==> config.mk <==
export PLATFORM = sky130hd
export DESIGN_NAME = ordered_point_list_flat
export DESIGN_NICKNAME = d
export VERILOG_FILES = /design/src/rtl/core/opl_pkg.sv /design/src/rtl/core/opl_if.sv /design/src/rtl/core/ordered_point_list.sv /design/src/rtl/core/opl_cell.sv /design/src/flat_wrapper.sv
export SDC_FILE = /design/constraint.sdc
export NUM_CORES = 2
export LEC_CHECK = 0
export BUFFER_PORTS_ARGS = -buffer_cell sky130_fd_sc_hd__buf_2
export CORE_MARGIN = 4
export CORE_UTILIZATION = 45
export CTS_BUF_LIST = sky130_fd_sc_hd__clkbuf_8
export CTS_CLUSTER_DIAMETER = 60
export CTS_CLUSTER_SIZE = 25
export DETAILED_ROUTE_END_ITERATION = 7
export PLACE_DENSITY = 0.67
export SLEW_MARGIN = 20
export SYNTH_ARGS = -nofsm -noshare
export SYNTH_HDL_FRONTEND = slang
export SYNTH_SLANG_ARGS = --single-unit
==> constraint.sdc <==
create_clock -name clk_i -period 9 [get_ports clk_i]
set_input_delay 1.8 -clock clk_i [delete_from_list [all_inputs] [get_ports clk_i]]
set_output_delay 1.8 -clock clk_i [all_outputs]
set_load 0.03 [all_outputs]
==> src/rtl/core/opl_pkg.sv <==
package opl_pkg;

  // List capacity and derived widths
  localparam int unsigned DEPTH = 16;
  localparam int unsigned IDX_W = $clog2(DEPTH);
  localparam int unsigned CNT_W = $clog2(DEPTH + 1);
  localparam int unsigned POS_W = 8;
  localparam int unsigned CMP_W = (POS_W > CNT_W) ? POS_W : CNT_W;

  // Request operation codes
  typedef enum logic [2:0] {
    FUNC_APPEND = 3'd0,
    FUNC_INSERT = 3'd1,
    FUNC_REMOVE = 3'd2,
    FUNC_READ   = 3'd3,
    FUNC_CLEAR  = 3'd4
  } func_e;

  // Result status codes
  typedef enum logic [1:0] {
    ST_DONE  = 2'd0,
    ST_FULL  = 2'd1,
    ST_RANGE = 2'd2
  } status_e;

  typedef struct packed {
    logic signed [31:0] x;
    logic signed [31:0] y;
  } point_t;

  // Broadcast command to every cell of the list
  typedef struct packed {
    logic             ins;
    logic             rem;
    logic [IDX_W-1:0] where;
    point_t           pt;
  } cell_ctrl_t;

endpackage

==> src/rtl/core/opl_if.sv <==
interface opl_req_if;
  import opl_pkg::*;

  logic               valid;
  logic               ready;
  logic [2:0]         func;
  logic [POS_W-1:0]   position;
  logic signed [31:0] point_x;
  logic signed [31:0] point_y;

  modport source (output valid, output func, output position, output point_x,
                  output point_y, input ready);
  modport sink   (input valid, input func, input position, input point_x,
                  input point_y, output ready);
endinterface

interface opl_rsp_if;
  import opl_pkg::*;

  logic               valid;
  logic               ready;
  logic signed [31:0] read_x;
  logic signed [31:0] read_y;
  logic [1:0]         status;
  logic [CNT_W-1:0]   count;

  modport source (output valid, output read_x, output read_y, output status,
                  output count, input ready);
  modport sink   (input valid, input read_x, input read_y, input status,
                  input count, output ready);
endinterface

==> src/rtl/core/ordered_point_list.sv <==
// Ordered list of up to DEPTH points (x, y) held in a row of cells.
// Requests arrive on req_i (func, position, point_x, point_y); one result per
// request leaves on rsp_o (read_x, read_y, status, count).
// Append and insert place a point, shifting later entries up; remove drops
// an entry, shifting later entries down; read returns the entry at a
// position; clear empties the list. A full list refuses growth (status 1);
// remove or read at or past the count reports status 2.
// Every cell updates in the same cycle, so the result is valid the cycle
// after the request is accepted, and a new request may be accepted every
// cycle while results are taken.
// The result sits in an output register; req_i.ready is high while that
// register is empty or being drained, so a stalled receiver holds the
// result and stops requests until it is taken.
// Reset empties the list and the output register; the point entries
// themselves keep no reset value and are only read once written.
module ordered_point_list (
  input  logic clk_i,
  input  logic rst_ni,
  opl_req_if.sink   req_i,
  opl_rsp_if.source rsp_o
);
  import opl_pkg::*;

  logic             acc;
  logic             full;
  logic             in_range;
  logic [CNT_W-1:0] cnt_q;
  logic [CNT_W-1:0] cnt_d;
  cell_ctrl_t       ctrl;
  point_t           cell_data [DEPTH];
  point_t           rd_pt;
  status_e          st;

  logic               rsp_valid_q;
  logic signed [31:0] rsp_x_q;
  logic signed [31:0] rsp_y_q;
  logic [1:0]         rsp_st_q;
  logic [CNT_W-1:0]   rsp_cnt_q;

  // Accept while the output register is free or being drained
  assign req_i.ready = !rsp_valid_q || rsp_o.ready;
  assign acc         = req_i.valid && req_i.ready;

  assign full     = (cnt_q == CNT_W'(DEPTH));
  assign in_range = (CMP_W'(req_i.position) < CMP_W'(cnt_q));

  // Decode the request into a cell command and the result
  always_comb begin
    ctrl.ins   = 1'b0;
    ctrl.rem   = 1'b0;
    ctrl.where = cnt_q[IDX_W-1:0];
    ctrl.pt.x  = req_i.point_x;
    ctrl.pt.y  = req_i.point_y;
    cnt_d      = cnt_q;
    st         = ST_DONE;
    rd_pt      = '0;
    case (req_i.func)
      FUNC_APPEND, FUNC_INSERT: begin
        if (full) begin
          st = ST_FULL;
        end else begin
          ctrl.ins = acc;
          if (req_i.func == FUNC_INSERT && in_range) begin
            ctrl.where = req_i.position[IDX_W-1:0];
          end
          cnt_d = cnt_q + CNT_W'(1);
        end
      end
      FUNC_REMOVE: begin
        if (in_range) begin
          ctrl.rem   = acc;
          ctrl.where = req_i.position[IDX_W-1:0];
          cnt_d      = cnt_q - CNT_W'(1);
        end else begin
          st = ST_RANGE;
        end
      end
      FUNC_READ: begin
        if (in_range) begin
          rd_pt = cell_data[req_i.position[IDX_W-1:0]];
        end else begin
          st = ST_RANGE;
        end
      end
      FUNC_CLEAR: begin
        cnt_d = '0;
      end
      default: begin
      end
    endcase
  end

  // Row of cells, each linked to its neighbors; the end cells see zero beyond the row
  for (genvar k = 0; k < DEPTH; k++) begin : g_cell
    point_t left_pt;
    point_t right_pt;
    if (k == 0) begin : g_first
      assign left_pt = '0;
    end else begin : g_left
      assign left_pt = cell_data[k-1];
    end
    if (k == DEPTH - 1) begin : g_last
      assign right_pt = '0;
    end else begin : g_right
      assign right_pt = cell_data[k+1];
    end
    opl_cell u_cell (
      .clk_i   (clk_i),
      .ctrl_i  (ctrl),
      .idx_i   (IDX_W'(k)),
      .left_i  (left_pt),
      .right_i (right_pt),
      .data_o  (cell_data[k])
    );
  end

  // Hold the count and the result register
  always_ff @(posedge clk_i or negedge rst_ni) begin
    if (!rst_ni) begin
      cnt_q       <= '0;
      rsp_valid_q <= 1'b0;
    end else begin
      if (acc) begin
        cnt_q       <= cnt_d;
        rsp_valid_q <= 1'b1;
      end else if (rsp_o.ready) begin
        rsp_valid_q <= 1'b0;
      end
    end
  end

  always_ff @(posedge clk_i) begin
    if (acc) begin
      rsp_x_q   <= rd_pt.x;
      rsp_y_q   <= rd_pt.y;
      rsp_st_q  <= st;
      rsp_cnt_q <= cnt_d;
    end
  end

  assign rsp_o.valid  = rsp_valid_q;
  assign rsp_o.read_x = rsp_x_q;
  assign rsp_o.read_y = rsp_y_q;
  assign rsp_o.status = rsp_st_q;
  assign rsp_o.count  = rsp_cnt_q;

`ifndef NO_ASSERTIONS
  a_cnt_bound: assert property (@(posedge clk_i) disable iff (!rst_ni)
    cnt_q <= CNT_W'(DEPTH))
    else $error("entry count exceeds depth");

  a_acc_rsp: assert property (@(posedge clk_i) disable iff (!rst_ni)
    acc |=> rsp_valid_q)
    else $error("accepted item gave no result");

  a_full_st: assert property (@(posedge clk_i) disable iff (!rst_ni)
    rsp_valid_q && rsp_st_q == ST_FULL |-> rsp_cnt_q == CNT_W'(DEPTH))
    else $error("full status with room left");

  a_err_zero: assert property (@(posedge clk_i) disable iff (!rst_ni)
    rsp_valid_q && rsp_st_q != ST_DONE |-> rsp_x_q == 0 && rsp_y_q == 0)
    else $error("refused item carries point data");

  a_cnt_sync: assert property (@(posedge clk_i) disable iff (!rst_ni)
    rsp_valid_q |-> rsp_cnt_q == cnt_q)
    else $error("result count differs from list count");
`endif

endmodule

==> src/rtl/core/opl_cell.sv <==
module opl_cell (
  input  logic                       clk_i,
  input  opl_pkg::cell_ctrl_t        ctrl_i,
  input  logic [opl_pkg::IDX_W-1:0]  idx_i,
  input  opl_pkg::point_t            left_i,
  input  opl_pkg::point_t            right_i,
  output opl_pkg::point_t            data_o
);
  import opl_pkg::*;

  point_t data_q;
  point_t data_d;

  // Pick the new entry: own point, neighbor on shift, or hold
  always_comb begin
    data_d = data_q;
    if (ctrl_i.ins) begin
      if (idx_i == ctrl_i.where) begin
        data_d = ctrl_i.pt;
      end else if (idx_i > ctrl_i.where) begin
        data_d = left_i;
      end
    end else if (ctrl_i.rem) begin
      if (idx_i >= ctrl_i.where) begin
        data_d = right_i;
      end
    end
  end

  always_ff @(posedge clk_i) begin
    data_q <= data_d;
  end

  assign data_o = data_q;

endmodule

==> src/flat_wrapper.sv <==
// flat-port wrapper written by rule: the top's interface ports become plain ports
module ordered_point_list_flat import opl_pkg::*;
  (clk_i, rst_ni, req_i_valid, req_i_func, req_i_position, req_i_point_x, req_i_point_y, req_i_ready, rsp_o_valid, rsp_o_read_x, rsp_o_read_y, rsp_o_status, rsp_o_count, rsp_o_ready);
  opl_req_if req_i_i ();
  opl_rsp_if rsp_o_i ();
  input  logic clk_i;
  input  logic rst_ni;
  input wire logic [$bits(req_i_i.valid)-1:0] req_i_valid;
  input wire logic [$bits(req_i_i.func)-1:0] req_i_func;
  input wire logic [$bits(req_i_i.position)-1:0] req_i_position;
  input wire logic [$bits(req_i_i.point_x)-1:0] req_i_point_x;
  input wire logic [$bits(req_i_i.point_y)-1:0] req_i_point_y;
  output wire logic [$bits(req_i_i.ready)-1:0] req_i_ready;
  output wire logic [$bits(rsp_o_i.valid)-1:0] rsp_o_valid;
  output wire logic [$bits(rsp_o_i.read_x)-1:0] rsp_o_read_x;
  output wire logic [$bits(rsp_o_i.read_y)-1:0] rsp_o_read_y;
  output wire logic [$bits(rsp_o_i.status)-1:0] rsp_o_status;
  output wire logic [$bits(rsp_o_i.count)-1:0] rsp_o_count;
  input wire logic [$bits(rsp_o_i.ready)-1:0] rsp_o_ready;
  assign req_i_i.valid = req_i_valid;
  assign req_i_i.func = req_i_func;
  assign req_i_i.position = req_i_position;
  assign req_i_i.point_x = req_i_point_x;
  assign req_i_i.point_y = req_i_point_y;
  assign req_i_ready = req_i_i.ready;
  assign rsp_o_valid = rsp_o_i.valid;
  assign rsp_o_read_x = rsp_o_i.read_x;
  assign rsp_o_read_y = rsp_o_i.read_y;
  assign rsp_o_status = rsp_o_i.status;
  assign rsp_o_count = rsp_o_i.count;
  assign rsp_o_i.ready = rsp_o_ready;
  ordered_point_list u_core (.clk_i(clk_i), .rst_ni(rst_ni), .req_i(req_i_i), .rsp_o(rsp_o_i));
endmodule
## Word-level counts from Yosys, hierarchy flattened

Index checks and enable logic that the tools add are counted.

| storage, ports and cells | value |
|---|---|
| bits of input ports | 79 |
| memories | 0 |
| bits in read-only memories | 0 |
| RAM bits | 0 |
| bits in latches | 0 |
| word-level logic and storage cells | 252 |
| flip-flop bits (word level) | 1101 |
| output and inout bits | 73 |

| operators by class | value |
|---|---|
| shift-type cells | 0 |
| add/subtract/negate cells | 2 |
| muxes and demuxes | 98 |
| $mul | 0 |
| reductions and logical operators | 43 |
| $lt $le $gt $ge | 34 |
| divide/modulo/power cells | 0 |
| bitwise operators | 1 |
| equality and inequality tests | 36 |

Operator list:

| operator | number |
|---|---|
| two-way mux 64 bit | 82 |
| binary-select mux 64 bit (select 4 bit) | 1 |
| != test 3 bit (second input constant) | 16 |
| AND reduction 3 bit | 16 |
| nonzero test 2 bit | 18 |
| == test 4 bit (first input constant) | 8 |
| >= comparator 4 bit (first input constant) | 8 |
| > comparator 4 bit (first input constant) | 8 |
| == test 3 x 4 -> 1 bit (first input constant) | 4 |
| >= comparator 3 x 4 -> 1 bit (first input constant) | 4 |
| > comparator 3 x 4 -> 1 bit (first input constant) | 4 |
| two-way mux 5 bit | 3 |
| one-hot mux 5 bit (3 select lines) | 1 |
| == test 2 x 4 -> 1 bit (first input constant) | 2 |
| >= comparator 1 x 4 -> 1 bit (first input constant) | 2 |
| >= comparator 2 x 4 -> 1 bit (first input constant) | 2 |
| > comparator 1 x 4 -> 1 bit (first input constant) | 2 |
| > comparator 2 x 4 -> 1 bit (first input constant) | 2 |
| < comparator 8 x 5 -> 1 bit | 1 |
| two-way mux 4 bit | 2 |
| one-hot mux 4 bit (2 select lines) | 1 |
| == test 3 x 2 -> 1 bit (second input constant) | 2 |
| two-way mux 1 bit | 6 |
| adder 5 x 1 -> 5 bit (second input constant) | 1 |
| 16 further kinds | 18 |

## Logic depth before layout (Yosys ltp)

| depth | value |
|---|---|
| depth in word-level cells | 9 |
| mapped depth | 14 |

## Modules after synthesis

A second synthesis with hierarchy kept.

| unflattened totals | value |
|---|---|
| cell total of the unflattened synthesis | 5314 |
| area total of the unflattened synthesis | 64782.1 µm² |

Modules (own cells, without submodules):

| module | cells an instance | area an instance (µm²) | times used |
|---|---|---|---|
| opl_cell | 291 | 3352.0 | 16 |
| ordered_point_list | 658 | 11150.7 | 1 |

## Worst setup path after synthesis

Ideal clock, no wire load.

| timing | value |
|---|---|
| path type | input to register |
| start | input port rsp_o_ready |
| end | register u_core.g_cell[5].u_cell.data_q (netlist bit u_core.g_cell[5].u_cell.data_o[0]) (enable) |
| slack | -1.484 ns |
| stages on the path | 7 |
| data required time | 8.418 ns |
| arrival | 9.902 ns |
| cell sequence | nand2b_1 nand2_1 clkinv_1 buf_1 nand2_1 clkbuf_1 a211oi_1 |

| on the way | value |
|---|---|
| longest elaborated chain between the ends | 6 |
| elaborated cells on any way between the ends | 10 |

Ends and longest elaborated chain:

| element | line | text |
|---|---|---|
| start, declared | flat_wrapper.sv:19 | `input wire logic [$bits(rsp_o_i.ready)-1:0] rsp_o_ready;` |
| logical OR 1 bit (*) | ordered_point_list.sv:41 | `assign req_i.ready = !rsp_valid_q \|\| rsp_o.ready;` |
| logical AND 1 bit (*) | ordered_point_list.sv:42 | `assign acc = req_i.valid && req_i.ready;` |
| via u_core.acc | ordered_point_list.sv:24 | `logic acc;` |
| two-way mux 1 bit or two-way mux 5 bit (tied branches) | ordered_point_list.sv:59, ordered_point_list.sv:70 |  |
| two-way mux 1 bit | ordered_point_list.sv:57 | `case (req_i.func)` |
| != test 3 bit (no line) or nonzero test 2 bit (tied branches) | n/a |  |
| AND reduction 3 bit (no line) (*) | n/a |  |
| end signal, assigned | opl_cell.sv:31 | `data_q <= data_d;` |
| end, declared | opl_cell.sv:11 | `point_t data_q;` |

Mark *: on every way through the listed nets, which the timed path passes. The rest lies on a longest branch.
A chain may end at the register's enable or synchronous reset.

==> qor.csv <==
metric,value,unit
slew_violations,0,
reg2reg_from,u_core.cnt_q[1]$_DFFE_PN0P_,
postCtsSetupBuffers,0,
tightest_slew,1.23,ns
syn_inst,5814,
rsz0062_at_grt,false,
clock_sinks,1101,
crit_path_end,u_core.g_cell[10].u_cell.data_o[15]$_DFFE_PP_,
globalRouteOverflowTotal,0,
clk_pin_slew,0.14,ns
synth_top_flop_cell,edfxtp_1,
r2r_end,u_core.g_cell[10].u_cell.data_o[20]$_DFFE_PP_,
start_kind,input pin,
synth_cell_types,58,
area_growth_syn_to_layout,6.74,%
cts_resized,0,
grt_max_degree,206,
synth.avg_cell_area,11.3,µm²
ios,152,
ff2ff_path_depth,11,
hold_buffers,0,
finalWirelength,252,mm
setup_violations,0,
fin_ws,3.32,ns
h-tree-depth,3,
fmax,176,MHz
crit_start,req_i_position[1],
nFillCells,12900,
drv_cap,0,
synth-seq-cells,1101,
port_buffers,151,
die-area,0.152,mm²
clock_latency,0.95,ns
gp_congestion,0.852,
min_period,5.68,ns
rows,139,
grt_pass1_wl,369,mm
total_leakage_power,22.6,nW
relSlewSlack,17.9,%
whs,0.532,ns
finalNetCount,5583,
synth-edff-count,1095,
critical_path_class,input pin to register,
grt_usage,32.2,%
post-route-period-util,63.1,%
die_y,389,µm
dpl_cell_area,0.0673,mm²
place_ws,2.59,ns
grt_pass1_vias,54200,
cp-end-kind,register,
yosysSeqAreaShare,50.4,%
hold_violations,0,
min_path_type,register to register,
wl_per_cell,33.7,µm
reg2reg_slack,3.92,ns
layout_common_cells,"1773 x nand2_1, 1095 x edfxtp_1, 395 x o211ai_1, 320 x mux4_2, 296 x o221ai_1",
viasPerCell,7.46,
start_util,45.5,%
dp_hpwl,131,mm
max-vdd-ir-drop,233,µV
cts_root_buf,clkbuf_8,
drc,0,
cp_data_arrival_time,6.40,ns
netlist_area,0.0655,mm²
cp_max_fo,123,
core,0.144,mm²
cts_buffers,110,
fp.dieW,389,µm
dr_total_vias,55900,
drive_above_1_share,15.6,%
power.density,193,mW/mm²
mappedNetlistNets,5899,
final_common_cell,nand2_1,
critPathRequiredTime,9.72,ns
cts_tree,done,
fin_cells,7501,
cts_buffer_depth,3,
finalInstanceArea,0.0699,mm²
place_inst,7289,
ant_nets,0,
dr.pass1.iters,6,
drt_iter0_markers,10300,
fin_skew,0.0624,ns
yosys_warnings,0,
antenna_found_initial,9,
synthArstFlopShare,0.545,%
min_from,u_core.g_cell[0].u_cell.data_o[57]$_DFFE_PP_,
outcome,"finished, final reports clean",
## critical path, cell delays in order
cell,delay [ns]
buf_8,0.49
ha_1,0.36
o211ai_1,0.30
o21a_1,0.23
o21ai_0,0.26
o21ai_4,0.35
buf_12,0.53
nand3_4,1.09
buf_4,0.57
o221ai_1,0.21
## stage by stage
stage / setup TNS (ns) / utilization [%] / power [mW]
after global placement: 0 / 46.7 / 9.57
after detailed placement: 0 / 46.7 / 9.62
after CTS: 0 / 48.5 / 13.3
after global routing: 0 / 48.5 / 13.8
after floorplan: -273.56 / - / 8.18
final: 0 / 48.5 / 13.5
## how the worst min path moves through the flow
| stage | end | slack [ns] | cells past startpoint |
|---|---|---|---|
| floorplan | u_core.g_cell[14].u_cell.data_o[10]$_DFFE_PP_ | 0.52 | 2 |
| global placement | u_core.rsp_o.valid$_DFFE_PN0P_ | 0.50 | 2 |
| detailed placement | u_core.rsp_o.valid$_DFFE_PN0P_ | 0.53 | 2 |
| CTS | u_core.g_cell[1].u_cell.data_o[60]$_DFFE_PP_ | 0.54 | 1 |
| global route | u_core.g_cell[1].u_cell.data_o[52]$_DFFE_PP_ | 0.58 | 1 |
| finish | u_core.g_cell[1].u_cell.data_o[57]$_DFFE_PP_ | 0.53 | 1 |
## cell type report
type	instances	area [µm²]	area share, %
timing repair buffer	292	2130	3.05
multi-input combinational	3982	29700	42.5
tap	1903	2380	3.41
clock inverter	95	1060	1.52
sequential	1101	33000	47.3
inverter	11	61.3	0.0877
antenna	6	15.0	0.0215
clock buffer	111	1530	2.19
## synth_stat cells, types with 3 or more instances
cell       instances  area, µm²
nand2_1         1775       6660
edfxtp_1        1095      32900
clkbuf_1         449       1690
o211ai_1         395       2970
mux4_2           320       7210
o221ai_1         296       2590
a221o_1          210       2100
o2111ai_1        200       1750
and2_1           199       1240
a41o_1           192       1920
buf_2            191        956
o21ai_0           69        345
mux2i_1           67        671
and3_1            65        407
nor2b_1           64        400
buf_1             63        236
nor2_1            19       71.3
a41oi_1           17        149
a21oi_1           13       65.1
buf_4             10       75.1
inv_1             10       37.5
mux2_2             8       90.1
buf_6              7       78.8
a211oi_4           6        120
dfrtp_1            6        150
ha_1               6       75.1
nand2b_1           5       31.3
nand3_1            5       25.0
nor3_1             5       25.0
a211oi_1           4       30.0
nand4_1            4       25.0
a21oi_2            3       26.3
mux2i_2            3       41.3
o21a_1             3       22.5
o21ai_2            3       26.3
## logic make-up (layout without fill, tap and decap cells)
kind of cell | Yosys count | count (layout) | share of synthesized area [%]
compound gates | 1424 | 1424 | 18.7
xor+xnor | 3 | 3 | 0.0401
fa+ha+maj | 6 | 6 | 0.115
buf+inv | 731 | 509 | 4.69
flops | 1101 | 1101 | 50.4
mux | 398 | 398 | 12.2
other cells | 0 | 6 | 0
simple gates | 2151 | 2151 | 13.8
## sequential cells by signal (all words and copies together) (netlist names)
signal                       flops
u_core.cnt_q                     5
u_core.g_cell.u_cell.data_o   1024
u_core.rsp_o.count               5
u_core.rsp_o.read_x             32
u_core.rsp_o.read_y             32
u_core.rsp_o.status              2
u_core.rsp_o.valid               1
## per-layer routing
metal | vias up | GRT usage [%] | routed length (µm)
li1 | 22200 | - | -
met1 | 27500 | 42.6 | 89300
met2 | 5171 | 48.7 | 111000
met3 | 1005 | 8.03 | 34800
met4 | 2 | 18.3 | 16800
met5 | - | 0 | 51
## power by group
group	internal [mW]	switching (mW)	total (mW)
clock	1.50	2.31	3.81
combinational	0.754	2.85	3.61
sequential	5.93	0.167	6.10
Power figures use the tool's default switching activity.
